**config.mk**
```make
export PLATFORM = sky130hd
export DESIGN_NAME = rgb_to_hsv_8bit
export DESIGN_NICKNAME = d
export VERILOG_FILES = /design/src/hdl/rgbhsv_pkg.sv /design/src/hdl/rgbhsv_div.sv /design/src/hdl/rgb_to_hsv_8bit.sv
export SDC_FILE = /design/constraint.sdc
export NUM_CORES = 1
export LEC_CHECK = 0
export ABC_AREA = 0
export BUFFER_PORTS_ARGS = -buffer_cell sky130_fd_sc_hd__buf_2
export CAP_MARGIN = 20
export CORE_MARGIN = 1
export CORE_UTILIZATION = 60
export CTS_CLUSTER_SIZE = 40
export DETAILED_ROUTE_END_ITERATION = 10
export HOLD_SLACK_MARGIN = 0.02
export PLACE_DENSITY = 0.79
export SLEW_MARGIN = 0
export SYNTH_ARGS = -nofsm -noshare
export SYNTH_HDL_FRONTEND = slang
export SYNTH_SLANG_ARGS = --single-unit
export TNS_END_PERCENT = 20
```
**constraint.sdc**
```tcl
create_clock -name clk -period 32.2 [get_ports clk]
set_input_delay 3.22 -clock clk [delete_from_list [all_inputs] [get_ports clk]]
set_output_delay 3.22 -clock clk [all_outputs]
set_load 0.01 [all_outputs]
```
**src/hdl/rgbhsv_pkg.sv**
```systemverilog
// shared constants and types for the rgb to hsv pixel converter
// no dependencies; used by rgb_to_hsv_8bit
package rgbhsv_pkg;

  localparam int PIX_W     = 8;   // bits per color component
  localparam int QUO_W     = 8;   // quotient bits of both divisions
  localparam int NUM_W     = 16;  // dividend width, holds 255 * 255
  localparam int DIV_STEPS = 2;   // quotient bits resolved per divider stage

  localparam logic [7:0] HUE_SCALE = 8'd43;
  localparam logic [7:0] SAT_SCALE = 8'd255;
  localparam logic [7:0] OFF_RED   = 8'd0;
  localparam logic [7:0] OFF_GREEN = 8'd85;
  localparam logic [7:0] OFF_BLUE  = 8'd171;

  // which component is the maximum, red wins ties over green, green over blue
  typedef enum logic [1:0] {
    SEC_RED   = 2'd0,
    SEC_GREEN = 2'd1,
    SEC_BLUE  = 2'd2
  } sector_t;

  // hue bookkeeping that rides along with the hue division
  typedef struct packed {
    sector_t sector;
    logic    negative;
    logic    grey;
  } hue_side_t;

endpackage

```
**src/hdl/rgbhsv_div.sv**
```systemverilog
// pipelined restoring divider, STEPS quotient bits per register stage
// carries a sideband word and a valid bit aligned with each division
// depends on nothing; instantiated by rgb_to_hsv_8bit
module rgbhsv_div #(
  parameter int NUM_W  = 16,
  parameter int DEN_W  = 8,
  parameter int QUO_W  = 8,
  parameter int STEPS  = 2,
  parameter int SIDE_W = 1
) (
  input  logic              clk,
  input  logic              rst_n,
  input  logic              en,
  input  logic              vld_i,
  input  logic [NUM_W-1:0]  num_i,
  input  logic [DEN_W-1:0]  den_i,
  input  logic [SIDE_W-1:0] side_i,
  output logic              vld_o,
  output logic [QUO_W-1:0]  quo_o,
  output logic [DEN_W-1:0]  rem_o,
  output logic [DEN_W-1:0]  den_o,
  output logic [SIDE_W-1:0] side_o
);

  localparam int STAGES = QUO_W / STEPS;
  // remainder must hold the dividend and the divisor shifted to the top quotient bit
  localparam int RW = (NUM_W > DEN_W + QUO_W) ? NUM_W : DEN_W + QUO_W;

  logic [RW-1:0]     rem_r  [STAGES];
  logic [QUO_W-1:0]  quo_r  [STAGES];
  logic [DEN_W-1:0]  den_r  [STAGES];
  logic [SIDE_W-1:0] side_r [STAGES];
  logic              vld_r  [STAGES];

  for (genvar s = 0; s < STAGES; s++) begin : g_stage
    logic [RW-1:0]     rem_in;
    logic [QUO_W-1:0]  quo_in;
    logic [DEN_W-1:0]  den_in;
    logic [SIDE_W-1:0] side_in;
    logic              vld_in;
    logic [RW-1:0]     rem_nxt;
    logic [QUO_W-1:0]  quo_nxt;
    logic [RW-1:0]     trial;

    if (s == 0) begin : g_first
      assign rem_in  = RW'(num_i);
      assign quo_in  = '0;
      assign den_in  = den_i;
      assign side_in = side_i;
      assign vld_in  = vld_i;
    end else begin : g_next
      assign rem_in  = rem_r[s-1];
      assign quo_in  = quo_r[s-1];
      assign den_in  = den_r[s-1];
      assign side_in = side_r[s-1];
      assign vld_in  = vld_r[s-1];
    end

    // compare and subtract the shifted divisor, msb of the quotient first
    always_comb begin
      rem_nxt = rem_in;
      quo_nxt = quo_in;
      trial   = '0;
      for (int k = 0; k < STEPS; k++) begin
        trial = RW'(den_in) << (QUO_W - 1 - (s * STEPS + k));
        if (rem_nxt >= trial) begin
          rem_nxt = rem_nxt - trial;
          quo_nxt = {quo_nxt[QUO_W-2:0], 1'b1};
        end else begin
          quo_nxt = {quo_nxt[QUO_W-2:0], 1'b0};
        end
      end
    end

    always_ff @(posedge clk) begin
      if (!rst_n) begin
        vld_r[s] <= 1'b0;
      end else if (en) begin
        vld_r[s] <= vld_in;
      end
    end

    always_ff @(posedge clk) begin
      if (en) begin
        rem_r[s]  <= rem_nxt;
        quo_r[s]  <= quo_nxt;
        den_r[s]  <= den_in;
        side_r[s] <= side_in;
      end
    end
  end

  assign vld_o  = vld_r[STAGES-1];
  assign quo_o  = quo_r[STAGES-1];
  assign rem_o  = rem_r[STAGES-1][DEN_W-1:0];
  assign den_o  = den_r[STAGES-1];
  assign side_o = side_r[STAGES-1];

endmodule

```
**src/hdl/rgb_to_hsv_8bit.sv**
```systemverilog
// rgb to hsv pixel converter, top level
// depends on rgbhsv_pkg and rgbhsv_div
//
// Converts one 8-bit R,G,B pixel per clock, unless stalled, into 8-bit hue,
// saturation and brightness (the maximum component). Both divisions,
// 255*chroma/max and 43*|diff|/chroma, are exact and rounded to nearest with
// ties to even; hue wraps modulo 256. The pipeline takes a new pixel every
// cycle unless stalled and holds one result per stage: stages a and b, the
// two divider pipelines that resolve DIV_STEPS quotient bits per stage and
// the output register. An output stall freezes every stage in place.
module rgb_to_hsv_8bit #(
  parameter int DIV_STEPS = rgbhsv_pkg::DIV_STEPS
) (
  input  logic       clk,
  input  logic       rst_n,
  input  logic       in_valid,
  output logic       in_ready,
  input  logic [7:0] in_red,
  input  logic [7:0] in_green,
  input  logic [7:0] in_blue,
  output logic       out_valid,
  input  logic       out_ready,
  output logic [7:0] out_hue,
  output logic [7:0] out_saturation,
  output logic [7:0] out_brightness
);

  localparam int PW = rgbhsv_pkg::PIX_W;
  localparam int QW = rgbhsv_pkg::QUO_W;
  localparam int NW = rgbhsv_pkg::NUM_W;
  localparam int HSW = $bits(rgbhsv_pkg::hue_side_t);

  logic en;

  // stage a: max, min, sector and difference magnitude
  logic [PW-1:0]        mx, mn, pos, neg;
  rgbhsv_pkg::sector_t  sector;
  logic                 a_vld_r;
  logic [PW-1:0]        a_mx_r, a_chroma_r, a_mag_r;
  rgbhsv_pkg::hue_side_t a_side_r;

  // stage b: scaled dividends
  logic                 b_vld_r;
  logic [NW-1:0]        b_sat_num_r, b_hue_num_r;
  logic [PW-1:0]        b_mx_r, b_chroma_r;
  rgbhsv_pkg::hue_side_t b_side_r;

  // divider outputs
  logic                 sd_vld, hd_vld;
  logic [QW-1:0]        sd_quo, hd_quo;
  logic [PW-1:0]        sd_rem, hd_rem, sd_den, hd_den;
  logic [0:0]           sd_black;
  logic [HSW-1:0]       hd_side_bits;
  rgbhsv_pkg::hue_side_t hd_side;

  // output stage
  logic                 sat_up, hue_up;
  logic [PW-1:0]        sat_q, hue_q, offset;
  logic [7:0]           hue_nxt, sat_nxt;
  logic                 out_valid_r;
  logic [7:0]           out_hue_r, out_sat_r, out_bright_r;

  assign en       = !out_valid_r || out_ready;
  assign in_ready = en;

  always_comb begin
    mx = (in_red > in_green) ? in_red : in_green;
    mn = (in_red < in_green) ? in_red : in_green;
    if (in_blue > mx) begin
      mx = in_blue;
    end
    if (in_blue < mn) begin
      mn = in_blue;
    end
    if (mx == in_red) begin
      sector = rgbhsv_pkg::SEC_RED;
      pos    = in_green;
      neg    = in_blue;
    end else if (mx == in_green) begin
      sector = rgbhsv_pkg::SEC_GREEN;
      pos    = in_blue;
      neg    = in_red;
    end else begin
      sector = rgbhsv_pkg::SEC_BLUE;
      pos    = in_red;
      neg    = in_green;
    end
  end

  always_ff @(posedge clk) begin
    if (!rst_n) begin
      a_vld_r <= 1'b0;
      b_vld_r <= 1'b0;
    end else if (en) begin
      a_vld_r <= in_valid;
      b_vld_r <= a_vld_r;
    end
  end

  always_ff @(posedge clk) begin
    if (en) begin
      a_mx_r            <= mx;
      a_chroma_r        <= mx - mn;
      a_mag_r           <= (neg > pos) ? neg - pos : pos - neg;
      a_side_r.sector   <= sector;
      a_side_r.negative <= neg > pos;
      a_side_r.grey     <= mx == mn;

      b_sat_num_r <= NW'(a_chroma_r) * NW'(rgbhsv_pkg::SAT_SCALE);
      b_hue_num_r <= NW'(a_mag_r) * NW'(rgbhsv_pkg::HUE_SCALE);
      b_mx_r      <= a_mx_r;
      b_chroma_r  <= a_chroma_r;
      b_side_r    <= a_side_r;
    end
  end

  rgbhsv_div #(
    .NUM_W  (NW),
    .DEN_W  (PW),
    .QUO_W  (QW),
    .STEPS  (DIV_STEPS),
    .SIDE_W (1)
  ) u_sat_div (
    .clk    (clk),
    .rst_n  (rst_n),
    .en     (en),
    .vld_i  (b_vld_r),
    .num_i  (b_sat_num_r),
    .den_i  (b_mx_r),
    .side_i (b_mx_r == '0),
    .vld_o  (sd_vld),
    .quo_o  (sd_quo),
    .rem_o  (sd_rem),
    .den_o  (sd_den),
    .side_o (sd_black)
  );

  rgbhsv_div #(
    .NUM_W  (NW),
    .DEN_W  (PW),
    .QUO_W  (QW),
    .STEPS  (DIV_STEPS),
    .SIDE_W (HSW)
  ) u_hue_div (
    .clk    (clk),
    .rst_n  (rst_n),
    .en     (en),
    .vld_i  (b_vld_r),
    .num_i  (b_hue_num_r),
    .den_i  (b_chroma_r),
    .side_i (b_side_r),
    .vld_o  (hd_vld),
    .quo_o  (hd_quo),
    .rem_o  (hd_rem),
    .den_o  (hd_den),
    .side_o (hd_side_bits)
  );

  assign hd_side = rgbhsv_pkg::hue_side_t'(hd_side_bits);

  // round to nearest, ties to even, from quotient and remainder
  always_comb begin
    sat_up = ({sd_rem, 1'b0} > {1'b0, sd_den}) ||
             (({sd_rem, 1'b0} == {1'b0, sd_den}) && sd_quo[0]);
    hue_up = ({hd_rem, 1'b0} > {1'b0, hd_den}) ||
             (({hd_rem, 1'b0} == {1'b0, hd_den}) && hd_quo[0]);
    sat_q  = PW'(sd_quo + QW'(sat_up));
    hue_q  = hd_side.grey ? '0 : PW'(hd_quo + QW'(hue_up));

    case (hd_side.sector)
      rgbhsv_pkg::SEC_RED:   offset = rgbhsv_pkg::OFF_RED;
      rgbhsv_pkg::SEC_GREEN: offset = rgbhsv_pkg::OFF_GREEN;
      rgbhsv_pkg::SEC_BLUE:  offset = rgbhsv_pkg::OFF_BLUE;
      default:               offset = rgbhsv_pkg::OFF_RED;
    endcase

    hue_nxt = hd_side.negative ? offset - hue_q : offset + hue_q;
    sat_nxt = sd_black[0] ? '0 : sat_q;
  end

  always_ff @(posedge clk) begin
    if (!rst_n) begin
      out_valid_r <= 1'b0;
    end else if (en) begin
      out_valid_r <= sd_vld && hd_vld;
    end
  end

  always_ff @(posedge clk) begin
    if (en) begin
      out_hue_r    <= hue_nxt;
      out_sat_r    <= sat_nxt;
      out_bright_r <= sd_den;
    end
  end

  assign out_valid      = out_valid_r;
  assign out_hue        = out_hue_r;
  assign out_saturation = out_sat_r;
  assign out_brightness = out_bright_r;

endmodule
```
==> impl_metrics.csv <==
group,metric,value,unit
run_status,outcome,"finished, final reports clean",
die,fp.dieH,206.0,um
die,die_w,206.0,um
global_routing,grt_util_met3,0.03027,
clock_network,cts-buffers-inserted,36,
final_layout,fill_cells,3039,
die,core_area,40920,um2
clock_network,cts.sinks,343,
setup_path,startpoint_type,"input pin",
logic_synthesis,ys_seq_area_frac,0.4106,
logic_synthesis,ys_ff_latch,343,
clock_network,cts_hold_buf,0,
logic_synthesis,synth_edf_count,338,
drt,postRouteWirelength,49.16,mm
timing,period_share,0.3120,
timing,relSlewSlack,0.2901,
logic_synthesis,yosys_most_used_dff,"edfxtp_1",
drt,via_per_inst,5.876,
final_layout,layout-drive-gt1-share,0.09657,
global_routing,gr-usage-met1,0.2620,
logic_synthesis,syn_avg_cell_area,10.67,um2
final_layout,n_antenna_cell,0,
setup_path,crit_slowest_cell,"a22oi_1",
clock_network,root_buffer,"clkbuf_16",
global_routing,grt_pass1_wl,79.76,mm
setup_path,crit_path_end_kind,"register",
logic_synthesis,yosys.area.top_type_share,0.4066,
timing,whs,413.4,ps
clock_network,cts-htree-levels,2,
final_layout,fin_cells,2955,
drt,wl_per_cell,16.64,um
clock_network,postCtsSetupBuffers,0,
clock_network,cts_resized,0,
global_routing,grt_pass1_vias,17330,
global_routing,grt_busiest_layer,"met2",
setup_path,required,32480,ps
clock_network,clk_path_buf_depth,3,
setup_path,cpMostUsedCell,"o21ai_0",
timing,max_freq,0.09955,GHz
timing,rsz0062_at_grt,"false",
logic_synthesis,synth_top_cell_by_area,"edfxtp_1",
logic_synthesis,yosysWarningCount,0,
worst_hold_path,hp-class,"register to register",
logic_synthesis,synth_most_common_cell,"edfxtp_1",
place,place.gp.congestion,0.9264,
timing,clock_skew,11.58,ps
place,pre_cts_ws,21560,ps
global_routing,grt_max_degree,96,
global_routing,gr-total-overflow,0,
clock_network,clkTransAtPathRegs,60,ps
logic_synthesis,synthCells,2340,
setup_path,crit_type,"input pin to register",
setup_path,slowest_delay,710,ps
setup_path,cp_data_arrival_time,10330,ps
logic_synthesis,async_flop_share,0,
logic_synthesis,ys_types,82,
setup_path,reg2reg_slack,26200,ps
logic_synthesis,synth.net_count,2698,
global_routing,grt_use_met2,0.4302,
timing,post-route-min-period,10050,ps
global_routing,grt_use_total,0.2307,
logic_synthesis,synth_commonest_cells,"edfxtp_1 (338), inv_1 (279), ha_1 (271)",
drt,drt_first_iter_violations,862,
timing,worst_slack,22160,ps
die,ios,54,
die,die_area,42430,um2
timing,setup_viol,0,
place,dp_cells,2890,
final_layout,area.growth.synth_to_final,8.014,%
timing,hold_violations,0,
drt,ant_nets,0,
global_routing,antenna_found_initial,1,
place,dp_hpwl,37.81,mm
logic_synthesis,synthTopCellsByArea,"edfxtp_1 (41%), ha_1 (14%), fa_1 (4.7%), inv_1 (4.2%), mux2_2 (4.1%)",
setup_path,worst-path-max-fanout,32,
clock_network,clock_latency,530,ps
die,num_rows,74,
run,cap_violations,0,
timing,worstMarginPinSlew,1061,ps
place,portBuffers,53,
drt,dr.pass1.iters,5,
drt,drc,0,
drt,vias,17360,
logic_synthesis,syn_area,24960,um2
clock_network,cts_tree,"done",
timing,drv_slew,0,
timing,finalSetupTns,0,ps
die,start_util,0.6100,
final_layout,nets,2756,
-- state kept, by name (all words and copies together), names as in the netlist, 8 cells and up --
signal	cells
u_hue_div.rem_r	56
a_chroma_r	8
b_hue_num_r	14
out_hue	8
out_saturation	8
u_hue_div.den_r	31
a_mx_r	8
u_hue_div.quo_r	20
b_mx_r	8
out_brightness	8
a_mag_r	8
u_sat_div.rem_r	54
u_sat_div.den_r	32
u_hue_div.side_r	16
u_sat_div.quo_r	20
b_sat_num_r	16
-- cell usage in the layout, fill, tap and decap left out, drive strengths merged, types with 5 or more instances in the layout --
cell type  Yosys  final
mux2i         59     59
fa            59     59
a21oi        130    130
clkbuf        32     45
nor3          38     38
inv          281    283
or3           15     15
o32ai          6      6
o31a           7      7
dfxtp          5      5
nand2        111    111
nor2b         44     44
clkinv         1     12
edfxtp       338    338
a211oi        16     16
nor2         157    157
a21boi        23     23
and3          18     18
o31ai         18     18
nand2b        28     28
and2           6      6
o21a          30     30
a21o          42     42
nor3b          9      9
a22oi          6      6
xnor2        111    111
nand4         35     35
nand3         47     47
o21ai        117    117
buf           12     64
xor2          51     51
or2            9      9
ha           271    271
o21bai        24     24
mux2          94     94
nor4          19     19
a31oi          8      8
-- critical path: cells and delay by family --
kind	cells	cell delay (ps)
AOI/OAI and AO/OA	15	3050
buffers and inverters	6	1290
adders and majority gates	4	1190
muxes	4	1060
and+or+nand+nor	2	300
xor gates and xnor gates	2	200
-- path summary, 6_finish.rpt --
check	from	to	cells past startpoint
max	in_green[2]	a_mag_r[5]	33
min	b_side_r[0]	u_hue_div.side_r[0][0]	0
max reg2reg	u_hue_div.den_r[1][1]	u_hue_div.rem_r[2][7]	17
min reg2reg	b_side_r[0]	u_hue_div.side_r[0][0]	0
-- metrics by stage --
| stage | cell area (um2) | utilization |
|---|---|---|
| after floorplan | 24960 | - |
| after global placement | 25790 | 0.6303 |
| after detailed placement | 25800 | 0.6305 |
| after CTS | 26930 | 0.6580 |
| after global routing | 26960 | 0.6589 |
| final | 26960 | 0.6589 |
-- kinds of logic after synthesis --
| group | count (synthesis) | synth area share |
|---|---|---|
| flip-flops | 343 | 0.4106 |
| AND/OR/NAND/NOR | 554 | 0.1114 |
| multiplexers | 154 | 0.06741 |
| XOR/XNOR | 162 | 0.05684 |
| buffers and inverters | 326 | 0.04992 |
| AO/OA/AOI/OAI | 471 | 0.1207 |
| adder cells (fa/ha/maj) | 330 | 0.1831 |
-- final cells by class --
cell class	count	area (um2)	share of cell area
clock inverters	18	168.9	0.006264
multi-input cells	1671	13490	0.5002
inverters	282	1066	0.03953
well taps	532	665.6	0.02469
clock buffers	45	955.9	0.03545
repair buffers	64	371.6	0.01378
flip-flops and latches	343	10250	0.3801
-- layer usage --
metal	wire length, um	vias up	part of all wire
li1	-	8548	-
met1	20250	8279	0.41
met2	25230	399	0.51
met3	1805	137	0.037
met4	1872	0	0.038
met5	0	-	0
Power is not shown: default switching activity piles up to over one toggle a cycle in this logic, so the estimate is an artifact.
